<file path="src/rtl/core/lbre_pkg.sv">
`timescale 1ns / 1ps
// shared types and constants of the line and box raster engine
package lbre_pkg;

  // default widths of coordinates and pixel colour
  localparam int DEF_COORD_BITS = 12;
  localparam int DEF_PIXEL_BITS = 8;

  // clip limit registers
  localparam int CLIP_BITS    = 11;
  localparam int CFG_IDX_BITS = 2;
  localparam logic [CLIP_BITS-1:0] CLIP_X_RESET = 11'd447;
  localparam logic [CLIP_BITS-1:0] CLIP_Y_RESET = 11'd319;

  // command queue between front and back
  localparam int QUEUE_DEPTH = 4;

  // input word kinds
  typedef enum logic [1:0] {
    KIND_ADVANCE = 2'd0,
    KIND_LINE    = 2'd1,
    KIND_BOX     = 2'd2
  } kind_t;

  // configuration register indexes
  typedef enum logic [CFG_IDX_BITS-1:0] {
    REG_CLIP_X = 2'd0,
    REG_CLIP_Y = 2'd1
  } cfg_reg_t;

  // classified commands handed to the back end
  typedef enum logic [1:0] {
    OP_ADVANCE    = 2'd0,
    OP_LINE       = 2'd1,
    OP_BOX        = 2'd2,
    OP_BOX_REJECT = 2'd3
  } cmd_op_t;

  // control part of a queued command
  typedef struct packed {
    cmd_op_t    op;
    logic [1:0] step_down;  // bit0 x steps down, bit1 y steps down
    logic       x_major;
  } cmd_ctl_t;

endpackage

</file>
<file path="src/rtl/core/lbre_front.sv">
`timescale 1ns / 1ps
// front end: clip registers, command classification and line/box setup
module lbre_front #(
  parameter int COORD_BITS = lbre_pkg::DEF_COORD_BITS,
  parameter int PIXEL_BITS = lbre_pkg::DEF_PIXEL_BITS
) (
  input  logic                                 clk,
  input  logic                                 rst_n,
  input  logic                                 cfg_valid,
  output logic                                 cfg_ready,
  input  logic [lbre_pkg::CFG_IDX_BITS-1:0]    cfg_index,
  input  logic [lbre_pkg::CLIP_BITS-1:0]       cfg_data,
  input  logic [1:0]                           in_kind,
  input  logic signed [COORD_BITS-1:0]         in_coord_xa,
  input  logic signed [COORD_BITS-1:0]         in_coord_ya,
  input  logic signed [COORD_BITS-1:0]         in_coord_xb,
  input  logic signed [COORD_BITS-1:0]         in_coord_yb,
  input  logic [PIXEL_BITS-1:0]                in_pixel_value,
  output logic                                 cmd_keep,
  output lbre_pkg::cmd_ctl_t                   cmd_ctl,
  output logic signed [COORD_BITS-1:0]         cmd_x0,
  output logic signed [COORD_BITS-1:0]         cmd_y0,
  output logic [COORD_BITS-1:0]                cmd_a,
  output logic [COORD_BITS-1:0]                cmd_b,
  output logic signed [COORD_BITS+2:0]         cmd_inc_a,
  output logic signed [COORD_BITS+2:0]         cmd_inc_b,
  output logic [PIXEL_BITS-1:0]                cmd_colour
);
  import lbre_pkg::*;

  localparam int DW       = COORD_BITS + 1;
  localparam int CMP_BITS = ((COORD_BITS > CLIP_BITS) ? COORD_BITS : CLIP_BITS) + 1;

  logic [CLIP_BITS-1:0] clip_x_r, clip_x_nxt;
  logic [CLIP_BITS-1:0] clip_y_r, clip_y_nxt;

  logic signed [DW-1:0]       diff_x, diff_y, neg_x, neg_y;
  logic                       x_up, y_up, x_maj;
  logic [COORD_BITS-1:0]      dx, dy, major, minor;
  logic signed [COORD_BITS-1:0] lo_x, hi_x, lo_y, hi_y, top_y;
  logic signed [CMP_BITS-1:0] lo_x_w, hi_x_w, lo_y_w, hi_y_w;
  logic signed [CMP_BITS-1:0] lim_x_w, lim_y_w, bot_w;
  logic                       box_reject;

  // configuration writes, accepted at any time
  assign cfg_ready = 1'b1;

  always_comb begin
    clip_x_nxt = clip_x_r;
    clip_y_nxt = clip_y_r;
    if (cfg_valid) begin
      case (cfg_index)
        REG_CLIP_X: clip_x_nxt = cfg_data;
        REG_CLIP_Y: clip_y_nxt = cfg_data;
        default: ;
      endcase
    end
  end

  always_ff @(posedge clk) begin
    if (!rst_n) begin
      clip_x_r <= CLIP_X_RESET;
      clip_y_r <= CLIP_Y_RESET;
    end else begin
      clip_x_r <= clip_x_nxt;
      clip_y_r <= clip_y_nxt;
    end
  end

  // line setup: absolute deltas and major axis
  assign diff_x = DW'(in_coord_xb) - DW'(in_coord_xa);
  assign diff_y = DW'(in_coord_yb) - DW'(in_coord_ya);
  assign neg_x  = -diff_x;
  assign neg_y  = -diff_y;
  assign x_up   = in_coord_xb > in_coord_xa;
  assign y_up   = in_coord_yb > in_coord_ya;
  assign dx     = x_up ? diff_x[COORD_BITS-1:0] : neg_x[COORD_BITS-1:0];
  assign dy     = y_up ? diff_y[COORD_BITS-1:0] : neg_y[COORD_BITS-1:0];
  assign x_maj  = dx >= dy;
  assign major  = x_maj ? dx : dy;
  assign minor  = x_maj ? dy : dx;

  // error increments: without and with the minor step
  assign cmd_inc_a = $signed({2'b00, minor, 1'b0});
  assign cmd_inc_b = $signed({2'b00, minor, 1'b0}) - $signed({2'b00, major, 1'b0});

  // box setup: ordered corners, rejection and row clamp
  assign lo_x    = (in_coord_xa > in_coord_xb) ? in_coord_xb : in_coord_xa;
  assign hi_x    = (in_coord_xa > in_coord_xb) ? in_coord_xa : in_coord_xb;
  assign lo_y    = (in_coord_ya > in_coord_yb) ? in_coord_yb : in_coord_ya;
  assign hi_y    = (in_coord_ya > in_coord_yb) ? in_coord_ya : in_coord_yb;
  assign lo_x_w  = CMP_BITS'(lo_x);
  assign hi_x_w  = CMP_BITS'(hi_x);
  assign lo_y_w  = CMP_BITS'(lo_y);
  assign hi_y_w  = CMP_BITS'(hi_y);
  assign lim_x_w = CMP_BITS'($signed({1'b0, clip_x_r}));
  assign lim_y_w = CMP_BITS'($signed({1'b0, clip_y_r}));

  assign box_reject = (hi_x_w < 0) || (lo_x_w >= lim_x_w) ||
                      (hi_y_w < 0) || (lo_y_w >= lim_y_w);
  assign top_y = lo_y[COORD_BITS-1] ? '0 : lo_y;
  assign bot_w = (hi_y_w >= lim_y_w) ? (lim_y_w - CMP_BITS'(1)) : hi_y_w;

  // command word selection by kind
  always_comb begin
    cmd_keep          = 1'b1;
    cmd_ctl.op        = OP_ADVANCE;
    cmd_ctl.step_down = {!y_up, !x_up};
    cmd_ctl.x_major   = x_maj;
    cmd_x0            = in_coord_xa;
    cmd_y0            = in_coord_ya;
    cmd_a             = major;
    cmd_b             = minor;
    case (in_kind)
      KIND_ADVANCE: cmd_ctl.op = OP_ADVANCE;
      KIND_LINE:    cmd_ctl.op = OP_LINE;
      KIND_BOX: begin
        cmd_ctl.op = box_reject ? OP_BOX_REJECT : OP_BOX;
        cmd_x0     = lo_x;
        cmd_y0     = top_y;
        cmd_a      = hi_x;
        cmd_b      = bot_w[COORD_BITS-1:0];
      end
      default: cmd_keep = 1'b0;
    endcase
  end

  assign cmd_colour = in_pixel_value;

endmodule

</file>
<file path="src/rtl/core/lbre_queue.sv">
`timescale 1ns / 1ps
// short command queue between the front and back ends
module lbre_queue #(
  parameter int WIDTH = 8,
  parameter int DEPTH = lbre_pkg::QUEUE_DEPTH
) (
  input  logic             clk,
  input  logic             rst_n,
  input  logic             push,
  input  logic [WIDTH-1:0] push_data,
  output logic             full,
  input  logic             pop,
  output logic             pop_valid,
  output logic [WIDTH-1:0] pop_data
);
  import lbre_pkg::*;

  localparam int PTR_W = (DEPTH > 1) ? $clog2(DEPTH) : 1;
  localparam int CNT_W = $clog2(DEPTH + 1);

  logic [WIDTH-1:0] mem_r [DEPTH];
  logic [PTR_W-1:0] wr_ptr_r, wr_ptr_nxt;
  logic [PTR_W-1:0] rd_ptr_r, rd_ptr_nxt;
  logic [CNT_W-1:0] count_r, count_nxt;

  assign full      = count_r == CNT_W'(DEPTH);
  assign pop_valid = count_r != '0;
  assign pop_data  = mem_r[rd_ptr_r];

  // pointer and fill count update
  always_comb begin
    wr_ptr_nxt = wr_ptr_r;
    rd_ptr_nxt = rd_ptr_r;
    count_nxt  = count_r;
    if (push) begin
      wr_ptr_nxt = (wr_ptr_r == PTR_W'(DEPTH - 1)) ? '0 : wr_ptr_r + 1'b1;
    end
    if (pop) begin
      rd_ptr_nxt = (rd_ptr_r == PTR_W'(DEPTH - 1)) ? '0 : rd_ptr_r + 1'b1;
    end
    case ({push, pop})
      2'b10:   count_nxt = count_r + 1'b1;
      2'b01:   count_nxt = count_r - 1'b1;
      default: count_nxt = count_r;
    endcase
  end

  always_ff @(posedge clk) begin
    if (!rst_n) begin
      wr_ptr_r <= '0;
      rd_ptr_r <= '0;
      count_r  <= '0;
    end else begin
      wr_ptr_r <= wr_ptr_nxt;
      rd_ptr_r <= rd_ptr_nxt;
      count_r  <= count_nxt;
    end
  end

  // entry storage
  always_ff @(posedge clk) begin
    if (push) begin
      mem_r[wr_ptr_r] <= push_data;
    end
  end

endmodule

</file>
<file path="src/rtl/core/lbre_back.sv">
`timescale 1ns / 1ps
// back end: drawing state, bresenham stepper, box row walker and output register
module lbre_back #(
  parameter int COORD_BITS = lbre_pkg::DEF_COORD_BITS,
  parameter int PIXEL_BITS = lbre_pkg::DEF_PIXEL_BITS
) (
  input  logic                          clk,
  input  logic                          rst_n,
  input  logic                          cmd_valid,
  output logic                          cmd_pop,
  input  lbre_pkg::cmd_ctl_t            cmd_ctl,
  input  logic signed [COORD_BITS-1:0]  cmd_x0,
  input  logic signed [COORD_BITS-1:0]  cmd_y0,
  input  logic [COORD_BITS-1:0]         cmd_a,
  input  logic [COORD_BITS-1:0]         cmd_b,
  input  logic signed [COORD_BITS+2:0]  cmd_inc_a,
  input  logic signed [COORD_BITS+2:0]  cmd_inc_b,
  input  logic [PIXEL_BITS-1:0]         cmd_colour,
  output logic                          out_valid,
  input  logic                          out_stall,
  output logic signed [COORD_BITS-1:0]  out_pixel_x,
  output logic signed [COORD_BITS-1:0]  out_pixel_y,
  output logic [PIXEL_BITS-1:0]         out_pixel_colour,
  output logic                          out_last_pixel
);
  import lbre_pkg::*;

  localparam int ERR_BITS = COORD_BITS + 3;
  localparam int SW       = COORD_BITS + 1;

  // control state
  logic busy_r, busy_nxt;
  logic box_mode_r, box_mode_nxt;
  logic out_valid_r, out_valid_nxt;

  // drawing state
  logic signed [COORD_BITS-1:0] cur_x_r, cur_x_nxt;
  logic signed [COORD_BITS-1:0] cur_y_r, cur_y_nxt;
  logic signed [ERR_BITS-1:0]   err_r, err_nxt;
  logic signed [ERR_BITS-1:0]   inc_a_r, inc_a_nxt;
  logic signed [ERR_BITS-1:0]   inc_b_r, inc_b_nxt;
  logic [SW-1:0]                steps_r, steps_nxt;
  logic [1:0]                   step_down_r, step_down_nxt;
  logic                         x_major_r, x_major_nxt;
  logic [PIXEL_BITS-1:0]        colour_r, colour_nxt;
  logic signed [COORD_BITS-1:0] row_left_r, row_left_nxt;
  logic signed [COORD_BITS-1:0] row_end_r, row_end_nxt;
  logic signed [COORD_BITS-1:0] bottom_r, bottom_nxt;

  // output register
  logic signed [COORD_BITS-1:0] px_r, px_nxt;
  logic signed [COORD_BITS-1:0] py_r, py_nxt;
  logic [PIXEL_BITS-1:0]        pc_r, pc_nxt;
  logic                         pl_r, pl_nxt;

  logic                         out_free, draws;
  logic signed [ERR_BITS-1:0]   err_a, err_b;
  logic                         minor_go, at_row_end, last;
  logic signed [COORD_BITS-1:0] x_step, y_step;

  // pop when the word makes no pixel or the output register can take one
  assign out_free = !out_valid_r || !out_stall;
  assign draws    = (cmd_ctl.op == OP_ADVANCE) && busy_r;
  assign cmd_pop  = cmd_valid && (!draws || out_free);

  // bresenham error candidates, both formed in parallel
  assign err_a    = err_r + inc_a_r;
  assign err_b    = err_r + inc_b_r;
  assign minor_go = !err_a[ERR_BITS-1];
  assign x_step   = step_down_r[0] ? cur_x_r - COORD_BITS'(1) : cur_x_r + COORD_BITS'(1);
  assign y_step   = step_down_r[1] ? cur_y_r - COORD_BITS'(1) : cur_y_r + COORD_BITS'(1);

  // end of command detection
  assign at_row_end = cur_x_r == row_end_r;
  assign last = box_mode_r ? (at_row_end && (cur_y_r == bottom_r)) : (steps_r <= SW'(1));

  always_comb begin
    busy_nxt      = busy_r;
    box_mode_nxt  = box_mode_r;
    out_valid_nxt = out_valid_r && out_stall;
    cur_x_nxt     = cur_x_r;
    cur_y_nxt     = cur_y_r;
    err_nxt       = err_r;
    inc_a_nxt     = inc_a_r;
    inc_b_nxt     = inc_b_r;
    steps_nxt     = steps_r;
    step_down_nxt = step_down_r;
    x_major_nxt   = x_major_r;
    colour_nxt    = colour_r;
    row_left_nxt  = row_left_r;
    row_end_nxt   = row_end_r;
    bottom_nxt    = bottom_r;
    px_nxt        = px_r;
    py_nxt        = py_r;
    pc_nxt        = pc_r;
    pl_nxt        = pl_r;
    if (cmd_pop) begin
      case (cmd_ctl.op)
        OP_LINE: begin
          busy_nxt      = 1'b1;
          box_mode_nxt  = 1'b0;
          cur_x_nxt     = cmd_x0;
          cur_y_nxt     = cmd_y0;
          err_nxt       = ERR_BITS'(0) - ERR_BITS'(cmd_a);
          steps_nxt     = SW'(cmd_a) + SW'(1);
          inc_a_nxt     = cmd_inc_a;
          inc_b_nxt     = cmd_inc_b;
          step_down_nxt = cmd_ctl.step_down;
          x_major_nxt   = cmd_ctl.x_major;
          colour_nxt    = cmd_colour;
        end
        OP_BOX: begin
          busy_nxt     = 1'b1;
          box_mode_nxt = 1'b1;
          cur_x_nxt    = cmd_x0;
          cur_y_nxt    = cmd_y0;
          row_left_nxt = cmd_x0;
          row_end_nxt  = cmd_a;
          bottom_nxt   = cmd_b;
          colour_nxt   = cmd_colour;
        end
        OP_BOX_REJECT: begin
          busy_nxt   = 1'b0;
          colour_nxt = cmd_colour;
        end
        OP_ADVANCE: begin
          if (busy_r) begin
            out_valid_nxt = 1'b1;
            px_nxt        = cur_x_r;
            py_nxt        = cur_y_r;
            pc_nxt        = colour_r;
            pl_nxt        = last;
            if (box_mode_r) begin
              // walk a row left to right, then wrap to the next row
              if (at_row_end) begin
                cur_x_nxt = row_left_r;
                cur_y_nxt = cur_y_r + COORD_BITS'(1);
              end else begin
                cur_x_nxt = cur_x_r + COORD_BITS'(1);
              end
            end else begin
              // major axis always steps, minor axis when the error crosses zero
              if (x_major_r || minor_go) begin
                cur_x_nxt = x_step;
              end
              if (!x_major_r || minor_go) begin
                cur_y_nxt = y_step;
              end
              err_nxt = minor_go ? err_b : err_a;
              if (steps_r != '0) begin
                steps_nxt = steps_r - SW'(1);
              end
            end
            if (last) begin
              busy_nxt = 1'b0;
            end
          end
        end
        default: ;
      endcase
    end
  end

  always_ff @(posedge clk) begin
    if (!rst_n) begin
      busy_r      <= 1'b0;
      box_mode_r  <= 1'b0;
      out_valid_r <= 1'b0;
    end else begin
      busy_r      <= busy_nxt;
      box_mode_r  <= box_mode_nxt;
      out_valid_r <= out_valid_nxt;
    end
  end

  always_ff @(posedge clk) begin
    cur_x_r     <= cur_x_nxt;
    cur_y_r     <= cur_y_nxt;
    err_r       <= err_nxt;
    inc_a_r     <= inc_a_nxt;
    inc_b_r     <= inc_b_nxt;
    steps_r     <= steps_nxt;
    step_down_r <= step_down_nxt;
    x_major_r   <= x_major_nxt;
    colour_r    <= colour_nxt;
    row_left_r  <= row_left_nxt;
    row_end_r   <= row_end_nxt;
    bottom_r    <= bottom_nxt;
    px_r        <= px_nxt;
    py_r        <= py_nxt;
    pc_r        <= pc_nxt;
    pl_r        <= pl_nxt;
  end

  assign out_valid        = out_valid_r;
  assign out_pixel_x      = px_r;
  assign out_pixel_y      = py_r;
  assign out_pixel_colour = pc_r;
  assign out_last_pixel   = pl_r;

endmodule

</file>
<file path="src/rtl/core/line_and_box_raster_engine_top.sv">
`timescale 1ns / 1ps
// top level of the line and box raster engine
//
//   channel | direction | handshake          | word
//   --------+-----------+--------------------+------------------------------------------
//   in_     | input     | in_valid/in_stall   | kind, two corners, pixel value
//   out_    | output    | out_valid/out_stall | pixel x, pixel y, colour, last pixel flag
//   cfg_    | input     | cfg_valid/cfg_ready | register index, clip limit
//
// one input word per cycle while in_stall is low and one pixel per cycle while out_stall is low
// a pixel reaches out_ through the command queue and then the output register of the back end
// rst_n is synchronous: queue emptied, engine idle, clip limits back to 447 and 319
// out_stall holds the output register; in_stall rises only when the four-entry
// command queue is full
module line_and_box_raster_engine_top #(
  parameter int COORD_BITS = lbre_pkg::DEF_COORD_BITS,
  parameter int PIXEL_BITS = lbre_pkg::DEF_PIXEL_BITS
) (
  input  logic                              clk,
  input  logic                              rst_n,
  input  logic                              cfg_valid,
  output logic                              cfg_ready,
  input  logic [lbre_pkg::CFG_IDX_BITS-1:0] cfg_index,
  input  logic [lbre_pkg::CLIP_BITS-1:0]    cfg_data,
  input  logic                              in_valid,
  output logic                              in_stall,
  input  logic [1:0]                        in_kind,
  input  logic signed [COORD_BITS-1:0]      in_coord_xa,
  input  logic signed [COORD_BITS-1:0]      in_coord_ya,
  input  logic signed [COORD_BITS-1:0]      in_coord_xb,
  input  logic signed [COORD_BITS-1:0]      in_coord_yb,
  input  logic [PIXEL_BITS-1:0]             in_pixel_value,
  output logic                              out_valid,
  input  logic                              out_stall,
  output logic signed [COORD_BITS-1:0]      out_pixel_x,
  output logic signed [COORD_BITS-1:0]      out_pixel_y,
  output logic [PIXEL_BITS-1:0]             out_pixel_colour,
  output logic                              out_last_pixel
);
  import lbre_pkg::*;

  localparam int ERR_BITS = COORD_BITS + 3;
  localparam int CMD_W    = $bits(cmd_ctl_t) + 4 * COORD_BITS + 2 * ERR_BITS + PIXEL_BITS;

  // front end outputs
  logic                         f_keep;
  cmd_ctl_t                     f_ctl;
  logic signed [COORD_BITS-1:0] f_x0, f_y0;
  logic [COORD_BITS-1:0]        f_a, f_b;
  logic signed [ERR_BITS-1:0]   f_inc_a, f_inc_b;
  logic [PIXEL_BITS-1:0]        f_colour;

  // queue side
  logic             q_push, q_full, q_pop, q_valid;
  logic [CMD_W-1:0] q_wdata, q_rdata;

  // back end inputs
  cmd_ctl_t                     b_ctl;
  logic signed [COORD_BITS-1:0] b_x0, b_y0;
  logic [COORD_BITS-1:0]        b_a, b_b;
  logic signed [ERR_BITS-1:0]   b_inc_a, b_inc_b;
  logic [PIXEL_BITS-1:0]        b_colour;

  lbre_front #(
    .COORD_BITS (COORD_BITS),
    .PIXEL_BITS (PIXEL_BITS)
  ) u_front (
    .clk            (clk),
    .rst_n          (rst_n),
    .cfg_valid      (cfg_valid),
    .cfg_ready      (cfg_ready),
    .cfg_index      (cfg_index),
    .cfg_data       (cfg_data),
    .in_kind        (in_kind),
    .in_coord_xa    (in_coord_xa),
    .in_coord_ya    (in_coord_ya),
    .in_coord_xb    (in_coord_xb),
    .in_coord_yb    (in_coord_yb),
    .in_pixel_value (in_pixel_value),
    .cmd_keep       (f_keep),
    .cmd_ctl        (f_ctl),
    .cmd_x0         (f_x0),
    .cmd_y0         (f_y0),
    .cmd_a          (f_a),
    .cmd_b          (f_b),
    .cmd_inc_a      (f_inc_a),
    .cmd_inc_b      (f_inc_b),
    .cmd_colour     (f_colour)
  );

  // unused kind code is accepted and dropped here
  assign in_stall = q_full;
  assign q_push   = in_valid && !q_full && f_keep;
  assign q_wdata  = {f_ctl, f_x0, f_y0, f_a, f_b, f_inc_a, f_inc_b, f_colour};

  lbre_queue #(
    .WIDTH (CMD_W),
    .DEPTH (QUEUE_DEPTH)
  ) u_queue (
    .clk       (clk),
    .rst_n     (rst_n),
    .push      (q_push),
    .push_data (q_wdata),
    .full      (q_full),
    .pop       (q_pop),
    .pop_valid (q_valid),
    .pop_data  (q_rdata)
  );

  assign {b_ctl, b_x0, b_y0, b_a, b_b, b_inc_a, b_inc_b, b_colour} = q_rdata;

  lbre_back #(
    .COORD_BITS (COORD_BITS),
    .PIXEL_BITS (PIXEL_BITS)
  ) u_back (
    .clk              (clk),
    .rst_n            (rst_n),
    .cmd_valid        (q_valid),
    .cmd_pop          (q_pop),
    .cmd_ctl          (b_ctl),
    .cmd_x0           (b_x0),
    .cmd_y0           (b_y0),
    .cmd_a            (b_a),
    .cmd_b            (b_b),
    .cmd_inc_a        (b_inc_a),
    .cmd_inc_b        (b_inc_b),
    .cmd_colour       (b_colour),
    .out_valid        (out_valid),
    .out_stall        (out_stall),
    .out_pixel_x      (out_pixel_x),
    .out_pixel_y      (out_pixel_y),
    .out_pixel_colour (out_pixel_colour),
    .out_last_pixel   (out_last_pixel)
  );

endmodule

</file>
<file path="config.mk">
export PLATFORM = sky130hd
export DESIGN_NAME = line_and_box_raster_engine_top
export DESIGN_NICKNAME = d
export VERILOG_FILES = /design/src/rtl/core/lbre_pkg.sv /design/src/rtl/core/lbre_front.sv /design/src/rtl/core/lbre_queue.sv /design/src/rtl/core/lbre_back.sv /design/src/rtl/core/line_and_box_raster_engine_top.sv
export SDC_FILE = /design/constraint.sdc
export NUM_CORES = 1
export LEC_CHECK = 0
export BUFFER_PORTS_ARGS = -buffer_cell sky130_fd_sc_hd__clkbuf_2
export CAP_MARGIN = 20
export CORE_ASPECT_RATIO = 1.4
export CORE_UTILIZATION = 43
export CTS_BUF_LIST = sky130_fd_sc_hd__clkbuf_4 sky130_fd_sc_hd__clkbuf_8
export DETAILED_ROUTE_END_ITERATION = 16
export PLACE_DENSITY = 0.7
export SETUP_SLACK_MARGIN = 0.05
export SYNTH_ARGS = -nofsm -noshare
export SYNTH_HDL_FRONTEND = slang
export SYNTH_SLANG_ARGS = --single-unit
</file>
<file path="constraint.sdc">
create_clock -name clk -period 7.5 [get_ports clk]
set_input_delay 1.5 -clock clk [delete_from_list [all_inputs] [get_ports clk]]
set_output_delay 1.5 -clock clk [all_outputs]
set_load 0.02 [all_outputs]
</file>
==> summary.log, run 1 <==
INFO  timing         timing_worst_slew_pin_value=1.12ns
INFO  critical_path  worstSetupPathType=in2reg
INFO  timing         final-hold-violation-count=0
INFO  detailed_routing drt-pass1-iter-count=5
INFO  critical_path  critical_path_required=7.91ns
INFO  die            design.die.area=64700µm²
INFO  timing         setup-violations-final=0
INFO  yosys          yosys.area.top_type_share=0.548
INFO  clock_tree     cts_resized=0
INFO  clock_tree     clock_tree.root_cell=clkbuf_8
INFO  clock_tree     clkTransAtPathRegs=0.06ns
INFO  timing         timing.slew.headroom=0.249
INFO  timing         timing_max_transition_violations_final=0
INFO  yosys          synthMostInstantiatedCell=edfxtp_1
INFO  detailed_routing initialDrtViolationCount=1471
INFO  detailed_routing vias_per_cell=5.61
INFO  global_route   grt_start_max_net_pins=58
INFO  detailed_routing avgRoutedWirePerCell=21.5µm
INFO  clock_tree     cts-root-to-sink-buffers=3
INFO  critical_path  critical_path_peak_fanout=10
INFO  critical_path  sort_of_element_at_the_end_of_the_critical_path=flop
INFO  timing         timing.hold.ws=0.422ns
INFO  timing         finalSetupTns=0ns
INFO  min_path       worst_hold_startpoint=u_back.colour_r[6]
INFO  detailed_routing drc=0
INFO  clock_tree     worst_skew_pair.late_latency=0.65ns
INFO  global_route   number_of_antenna_violations_at_the_first_check_in_global_routing=4
INFO  critical_path  critPathLaunchType=input pin
INFO  yosys          async_flop_share=0
INFO  global_route   groute.usage.overall=0.211
INFO  power_and_ir_drop power.ir.vdd_worst=0.196mV
INFO  placed_design  io_buffer_count=110
INFO  die            initial_core_util=0.435
INFO  yosys          synthTopCellsByCount=edfxtp_1, nand2_1, o21ai_0
INFO  die            placeableCoreArea=63000µm²
INFO  placed_design  half_perimeter_wire_length_after_detailed_placement=49800µm
INFO  clock_tree     cts.repair_timing.setup_buffer_count=0
INFO  min_path       hold-path-cell-count=0
INFO  global_route   number_of_global_route_vias_before_repair=18100
INFO  status         status=completed
INFO  finish         layout-area-overhead-vs-synth=12.1%
INFO  finish         finish.net_count=2468
INFO  yosys          postSynthRegisterBits=534
INFO  clock_tree     ctsHoldBuffers=0
INFO  timing         fin_skew=0.0508ns
INFO  min_path       worstHoldPathType=reg2reg
INFO  yosys          yosys_warnings=0
INFO  yosys          ys.flop_type=edfxtp_1
INFO  flow_run       max_cap_viol_count=0
INFO  global_route   wire_length_of_the_first_global_routing_pass=105000µm
INFO  timing         layout_worst_path_cycle_share=0.897
INFO  critical_path  critical_path.reg2reg.endpoint=u_back.err_r[2]
INFO  die            die-height=301µm
INFO  clock_tree     numCtsBuffers=77
INFO  power_and_ir_drop cellPowerDensity=384nW/µm²
INFO  die            rows=109
INFO  clock_tree     cts_tree=built
INFO  timing         rsz0062_at_grt=false
INFO  finish         final_layout_size_suffix_gt1_frac=0.197
INFO  clock_tree     cts.sinks=534
INFO  timing         final_period_minus_worst_setup_slack=6.73ns
INFO  yosys          synth_largest_area_cell=edfxtp_1
INFO  yosys          post_synth_num_cell_types=106
INFO  yosys          synthesis.nets=2308
INFO  power_and_ir_drop static-leakage-power=0.0112µW
INFO  clock_tree     htree_levels=3
INFO  critical_path  reg2reg_setup_slack=3.08ns
INFO  global_route   globalRoute.totalOverflow=0
INFO  yosys          yosys-top-cells-area=edfxtp_1, mux4_2, ha_1
INFO  detailed_routing totalWireLength=68100µm
INFO  die            num_io_pins=112
INFO  yosys          syn_avg_cell_area=13.0µm²
INFO  die            die_x=215µm
INFO  min_path       whs_endpoint=u_back.out_pixel_colour[6]
INFO  critical_path  crit-reg2reg-launch=u_back.err_r[2]
INFO  yosys          synth_area=27400µm²
INFO  placed_design  finalWeightedCongestion=0.945
INFO  detailed_routing via_count=17700
INFO  timing         max_freq=149MHz
INFO  critical_path  crit_arrival=7.14ns
INFO  critical_path  timing.reg2reg.worst_path_depth=16
INFO  yosys          synth-edff-count=500
INFO  yosys          cell_count_after_synthesis=2110
INFO  yosys          ys_seq_area_frac=0.573
INFO  detailed_routing drtAntennaViolNets=0
==> layout by cell type (no fill, tap or decap), drive strengths merged, types with 7 or more instances in the layout <==
| master | Yosys | layout |
|---|---|---|
| nor3 | 26 | 26 |
| ha | 117 | 117 |
| a21oi | 107 | 107 |
| or3 | 12 | 12 |
| nand2 | 179 | 179 |
| nand3 | 30 | 30 |
| a21boi | 17 | 17 |
| or2 | 7 | 7 |
| xnor2 | 81 | 81 |
| a31oi | 11 | 11 |
| buf | 31 | 68 |
| edfxtp | 500 | 500 |
| xor2 | 74 | 74 |
| nor4 | 15 | 15 |
| o211ai | 29 | 29 |
| a221oi | 7 | 7 |
| a22o | 11 | 11 |
| nor2 | 124 | 124 |
| clkinv | 4 | 33 |
| mux2 | 18 | 18 |
| mux4 | 86 | 86 |
| a21o | 30 | 30 |
| nand2b | 15 | 15 |
| a211oi | 10 | 10 |
| o21ai | 128 | 128 |
| mux2i | 44 | 44 |
| o21bai | 7 | 7 |
| and2 | 19 | 19 |
| inv | 111 | 115 |
| and3 | 16 | 16 |
| dfxtp | 34 | 34 |
| nand4 | 15 | 15 |
| clkbuf | 67 | 213 |
| nor2b | 26 | 26 |
==> where the power goes <==
group / total [µW] / switching [µW] / internal (µW)
Combinational: 4700 / 2850 / 1850
Sequential: 4780 / 403 / 4370
Clock: 2330 / 1110 / 1210
==> sequential cells by signal, indices dropped and copies added, names as in the netlist, 11 cells and up, named ones only <==
register            cells
u_back.inc_b_r         13
u_front.clip_y_r       11
u_back.row_end_r       12
u_back.cur_x_r         12
u_back.inc_a_r         12
u_back.out_pixel_x     12
u_back.row_left_r      12
u_back.cur_y_r         12
u_back.steps_r         13
u_back.bottom_r        12
u_back.err_r           14
u_back.out_pixel_y     12
u_front.clip_x_r       11
u_queue.mem_r         344
==> cells by family after synthesis <==
logic type / count (synthesis) / synth area share
DFF: 534 / 0.573
adders and majority gates: 123 / 0.0575
muxes: 148 / 0.0942
AOI/OAI and AO/OA: 426 / 0.104
xor gates and xnor gates: 155 / 0.0506
buffers and inverters: 213 / 0.0306
other: 1 / 0.000137
and+or+nand+nor: 510 / 0.0897
==> worst max-delay path: stages <==
cell       delay, ns
clkbuf_2        0.09
inv_1           0.05
ha_1            0.23
fa_1            0.43
nand2b_1        0.20
a21oi_1         0.17
xnor2_1         0.23
o2111ai_1       0.29
or3_1           0.37
nor4_1          0.17
nor2_1          0.10
xnor2_1         0.27
inv_1           0.09
ha_1            0.56
nand3_1         0.20
o2bb2ai_1       0.18
buf_4           0.22
a211oi_2        0.28
a21oi_1         0.07
ha_1            0.19
nand4b_1        0.23
a32oi_1         0.23
a21oi_1         0.14
or2_1           0.27
a221oi_2        0.35
==> cell type report <==
cell class	count	area (µm²)
clock inverter	37	307
antenna	1	2.50
multi-input combinational	1363	10900
timing repair buffer	179	1070
tap	832	1040
fill	5471	32300
sequential	534	15700
clock buffer	102	1250
inverter	115	432
==> layer usage <==
| metal | vias to the layer above | track usage | share of wire |
|---|---|---|---|
| li1 | 8272 | - | - |
| met1 | 8752 | 0.262 | 0.41 |
| met5 | - | 0 | 0.00056 |
| met2 | 591 | 0.370 | 0.50 |
| met4 | 6 | 0.0782 | 0.031 |
| met3 | 125 | 0.0345 | 0.058 |
==> metrics by stage <==
stage / area (µm²) / cells / setup slack (ns) / total power, µW / util
5_1_grt: 30700 / 3163 / 0.302 / 12500 / 0.487
2_1_floorplan: 27400 / 2110 / 0.124 / 7950 / -
3_5_place_dp: 29100 / 3021 / 0.201 / 9530 / 0.462
4_1_cts: 30700 / 3160 / 0.868 / 11900 / 0.487
3_3_place_gp: 29100 / 3021 / 0.285 / 9360 / 0.462
6_report: 30700 / 3163 / 0.774 / 11800 / 0.487
==> worst max path at each step <==
stage | startpoint | end | slack (ns) | depth (start not counted)
3_5_place_dp | in_coord_yb[0] | u_queue.mem_r[1][22] | 0.20 | 29
2_1_floorplan | in_coord_yb[0] | u_queue.mem_r[0][22] | 0.12 | 31
5_1_grt | in_coord_yb[0] | u_queue.mem_r[2][22] | 0.30 | 27
3_3_place_gp | in_coord_yb[0] | u_queue.mem_r[0][16] | 0.29 | 27
6_report | in_coord_xb[0] | u_queue.mem_r[0][22] | 0.77 | 25
4_1_cts | in_coord_yb[0] | u_queue.mem_r[1][22] | 0.87 | 29
(Power assumes the default switching activity.)
==> run 2, diff against run 1 <==
--- a/config.mk
+++ b/config.mk
@@ -11,6 +11,7 @@
 export CORE_UTILIZATION = 43
 export CTS_BUF_LIST = sky130_fd_sc_hd__clkbuf_4 sky130_fd_sc_hd__clkbuf_8
 export DETAILED_ROUTE_END_ITERATION = 16
+export HOLD_SLACK_MARGIN = 0.05
 export PLACE_DENSITY = 0.7
 export SETUP_SLACK_MARGIN = 0.05
 export SYNTH_ARGS = -nofsm -noshare
==> constraint.sdc (replaced) <==
create_clock -name clk -period 6.1 [get_ports clk]
set_input_delay 1.22 -clock clk [delete_from_list [all_inputs] [get_ports clk]]
set_output_delay 1.22 -clock clk [all_outputs]
set_load 0.02 [all_outputs]
==> summary.log, run 2 (synthesized netlist as in run 1, its figures left out) <==
INFO  status         status=completed [unchanged]
INFO  clock_tree     cts_tree=built [unchanged]
INFO  finish         reg.largest.list=u_queue.mem_r x344, u_back.err_r x14 [unchanged]
INFO  timing         fin_skew=0.0547ns [was 0.0508 ns]
INFO  critical_path  sort_of_element_at_the_end_of_the_critical_path=flop [unchanged]
INFO  global_route   wire_length_of_the_first_global_routing_pass=109000µm [was 105000 µm]
INFO  clock_tree     clkTransAtPathRegs=0.06ns [about the same]
INFO  critical_path  crit_arrival=6.23ns [was 7.14 ns]
INFO  detailed_routing vias_per_cell=5.47 [was 5.61]
INFO  finish         layout_common_cells=edfxtp_1, buf_4, nand2_1, nor2_1, o21ai_0 [was edfxtp_1, nand2_1, o21ai_0, nor2_1, ha_1]
INFO  critical_path  cpLargestDelayFamily=simple AND/OR/NAND/NOR gates [was compound AO/OA/AOI/OAI gates]
INFO  critical_path  slowest_cp_cell=or4_1 [was ha_1]
INFO  finish         largest_register=u_queue.mem_r [unchanged]
INFO  critical_path  crit-reg2reg-launch=u_back.err_r[2] [unchanged]
INFO  timing         final-hold-violation-count=0 [unchanged]
INFO  die            initial_core_util=0.435 [unchanged]
INFO  timing         final_period_minus_worst_setup_slack=5.88ns
INFO  die            placeableCoreArea=63000µm² [unchanged]
INFO  timing         finalSetupTns=0ns [unchanged]
INFO  min_path       hold-path-cell-count=0 [unchanged]
INFO  detailed_routing drtAntennaViolNets=0 [unchanged]
INFO  flow_run       max_cap_viol_count=0 [unchanged]
INFO  timing         max_freq=170MHz
INFO  die            num_io_pins=112 [unchanged]
INFO  detailed_routing initialDrtViolationCount=1399 [was 1471]
INFO  finish         instances_no_fill=3393 [was 3163]
INFO  min_path       worst_hold_startpoint=u_back.colour_r[3] [was u_back.colour_r[6]]
INFO  critical_path  critical_path_required=6.45ns [was 7.91 ns]
INFO  critical_path  critical_path.cell_chain=clkbuf_2 > inv_1 > ha_2 > fa_2 > nand2b_4 > a21oi_2 > or4_1 > o311a_4 > nor4_4 > a21oi_1 > xor2_1 > ha_1 > and2_4 > nand4_1 > o21ai_2 > o211ai_2 > o2bb2ai_4 > and2_4 > buf_4 > a31oi_1 > a2111oi_0 > nor3_1 > or3b_1 > xnor2_2
INFO  clock_tree     cts.sinks=534 [unchanged]
INFO  global_route   groute.usage.overall=0.220 [was 0.211]
INFO  critical_path  critical_path.reg2reg.endpoint=u_back.err_r[2] [unchanged]
INFO  power_and_ir_drop power.ir.vdd_worst=0.236mV [was 0.196 mV]
INFO  critical_path  critical_path.max_stage_delay=0.44ns [was 0.56 ns]
INFO  detailed_routing avgRoutedWirePerCell=21.0µm [was 21.5 µm]
INFO  finish         layout-area-overhead-vs-synth=19.9% [was 12.1%]
INFO  placed_design  post_place_worst_slack=-0.572ns [was 0.201 ns]
INFO  timing         timing_max_transition_violations_final=0 [unchanged]
INFO  min_path       whs_endpoint=u_back.out_pixel_colour[3] [was u_back.out_pixel_colour[6]]
INFO  clock_tree     numCtsBuffers=79 [was 77]
INFO  timing         timing.slew.headroom=0.316 [was 0.249]
INFO  finish         final_common_cell=edfxtp_1 [unchanged]
INFO  critical_path  crit_buf_inv=3 [was 4]
INFO  finish         finish.net_count=2690 [was 2468]
INFO  min_path       worstHoldPathType=reg2reg [unchanged]
INFO  timing         layout_worst_path_cycle_share=0.965
INFO  detailed_routing totalWireLength=71400µm [was 68100 µm]
INFO  global_route   globalRoute.totalOverflow=0 [unchanged]
INFO  clock_tree     htree_levels=3 [unchanged]
INFO  clock_tree     ctsHoldBuffers=0 [unchanged]
INFO  power_and_ir_drop cellPowerDensity=472nW/µm² [was 384 nW/µm²]
INFO  detailed_routing via_count=18600 [was 17700]
INFO  clock_tree     worst_skew_pair.late_latency=0.66ns [was 0.65 ns]
INFO  critical_path  reg2reg_setup_slack=1.58ns [was 3.08 ns]
INFO  critical_path  timing.critical_path.mode_cell=and2_4
INFO  global_route   number_of_antenna_violations_at_the_first_check_in_global_routing=1 [was 4]
INFO  finish         final_layout_size_suffix_gt1_frac=0.289 [was 0.197]
INFO  power_and_ir_drop power_frac_seq=0.380 [was 0.405]
INFO  placed_design  half_perimeter_wire_length_after_detailed_placement=53300µm [was 49800 µm]
INFO  finish         final.fill_count=5334 [was 5471]
INFO  timing         rsz0062_at_grt=false [unchanged]
INFO  detailed_routing drt-pass1-iter-count=7 [was 5]
INFO  power_and_ir_drop p_clk_frac=0.193 [was 0.197]
INFO  timing         layout_setup_ws=0.216ns [was 0.774 ns]
INFO  timing         setup-violations-final=0 [unchanged]
INFO  die            design.die.area=64700µm² [unchanged]
INFO  clock_tree     clock_tree.root_cell=clkbuf_8 [unchanged]
INFO  die            die-height=301µm [unchanged]
INFO  power_and_ir_drop static-leakage-power=0.0124µW [was 0.0112 µW]
INFO  clock_tree     cts-root-to-sink-buffers=3 [unchanged]
INFO  timing         timing_worst_slew_pin_value=1.02ns [was 1.12 ns]
INFO  global_route   number_of_global_route_vias_before_repair=19200 [was 18100]
INFO  detailed_routing drc=0 [unchanged]
INFO  finish         finalCoreUtilization=0.521 [was 0.487]
INFO  power_and_ir_drop combinationalPowerShare=0.427 [was 0.398]
INFO  critical_path  critical_path_peak_fanout=13 [was 10]
INFO  finish         largest_register_ff_count=344 [unchanged]
INFO  placed_design  finalWeightedCongestion=0.965 [was 0.945]
INFO  timing         timing.hold.ws=0.420ns [was 0.422 ns]
INFO  critical_path  timing.reg2reg.worst_path_depth=16 [unchanged]
INFO  die            rows=109 [unchanged]
INFO  power_and_ir_drop netSwitchingPower=5690µW [was 4370 µW]
INFO  power_and_ir_drop internal_power=9810µW [was 7440 µW]
INFO  die            die_x=215µm [unchanged]
INFO  power_and_ir_drop sw_frac_of_total=0.367 [was 0.370]
INFO  global_route   grt_start_max_net_pins=54 [was 58]
INFO  placed_design  placed_cells=3240 [was 3021]
INFO  placed_design  io_buffer_count=110 [unchanged]
INFO  critical_path  worstSetupPathType=in2reg [unchanged]
INFO  critical_path  critPathLaunchType=input pin [unchanged]
## run 2: timing repair
item                       CTS  global route
gates resized for setup      0            49
buffers inserted             0             3
setup endpoints to repair    0            45
## run 2: through the flow
step | instance area, µm² | total power (µW)
2_1_floorplan | 27600 | 9870
3_3_place_gp | 30900 | 12200
3_5_place_dp | 30900 | 12400
4_1_cts | 32600 | 15400
5_1_grt | 32800 | 16300
6_report | 32900 | 15500
## run 2: worst max-delay path by stage
stage	startpoint	endpoint	slack, ns	depth (start not counted)
6_report	in_coord_xb[0]	u_queue.mem_r[3][20]	0.22	24
5_1_grt	in_coord_xb[0]	u_queue.mem_r[1][20]	0.03	26
4_1_cts	in_coord_xa[11]	u_queue.mem_r[1][22]	0.06	27
3_5_place_dp	in_coord_xa[11]	u_queue.mem_r[2][22]	-0.57	27
3_3_place_gp	in_coord_xb[0]	u_queue.mem_r[0][22]	-0.47	29
2_1_floorplan	in_coord_yb[0]	u_queue.mem_r[0][22]	-0.20	31
## run 2: per-layer routing
layer  routed length (µm)  global-route usage  up-vias
met3                 3180              0.0252      138
met2                36200               0.389      566
li1                     -                   -     8712
met1                28800               0.271     9139
met5                    0                   0        -
met4                 3140              0.0996        0
## run 2: power groups by stage
stage | Sequential (µW) | Combinational (µW) | Clock [µW]
final | 5880 | 6620 | 2990
after global routing | 5950 | 7200 | 3200
after floorplan | 5660 | 4210 | 0
after detailed placement | 5960 | 6460 | 0
after global placement | 5930 | 6290 | 0
after CTS | 5890 | 6490 | 3050
## run 2: layout make-up
type / count / area (µm²) / area share
inverters: 115 / 444 / 0.0135
clock buffers: 95 / 1230 / 0.0373
clock inverters: 53 / 432 / 0.0131
well taps: 832 / 1040 / 0.0317
repair buffers: 399 / 2730 / 0.0830
flip-flops and latches: 534 / 15700 / 0.478
multi-input cells: 1363 / 11300 / 0.343
diodes: 2 / 5.00 / 0.000152
## run 2: worst register-to-register path: cells and delay by family (launching register included)
kind	cells	cell delay, ns
adders and majority gates	1	0.31
AOI/OAI and AO/OA	10	1.93
buffers and inverters	1	0.35
DFF	1	0.43
xor gates and xnor gates	1	0.49
and+or+nand+nor	2	0.49
muxes	1	0.38
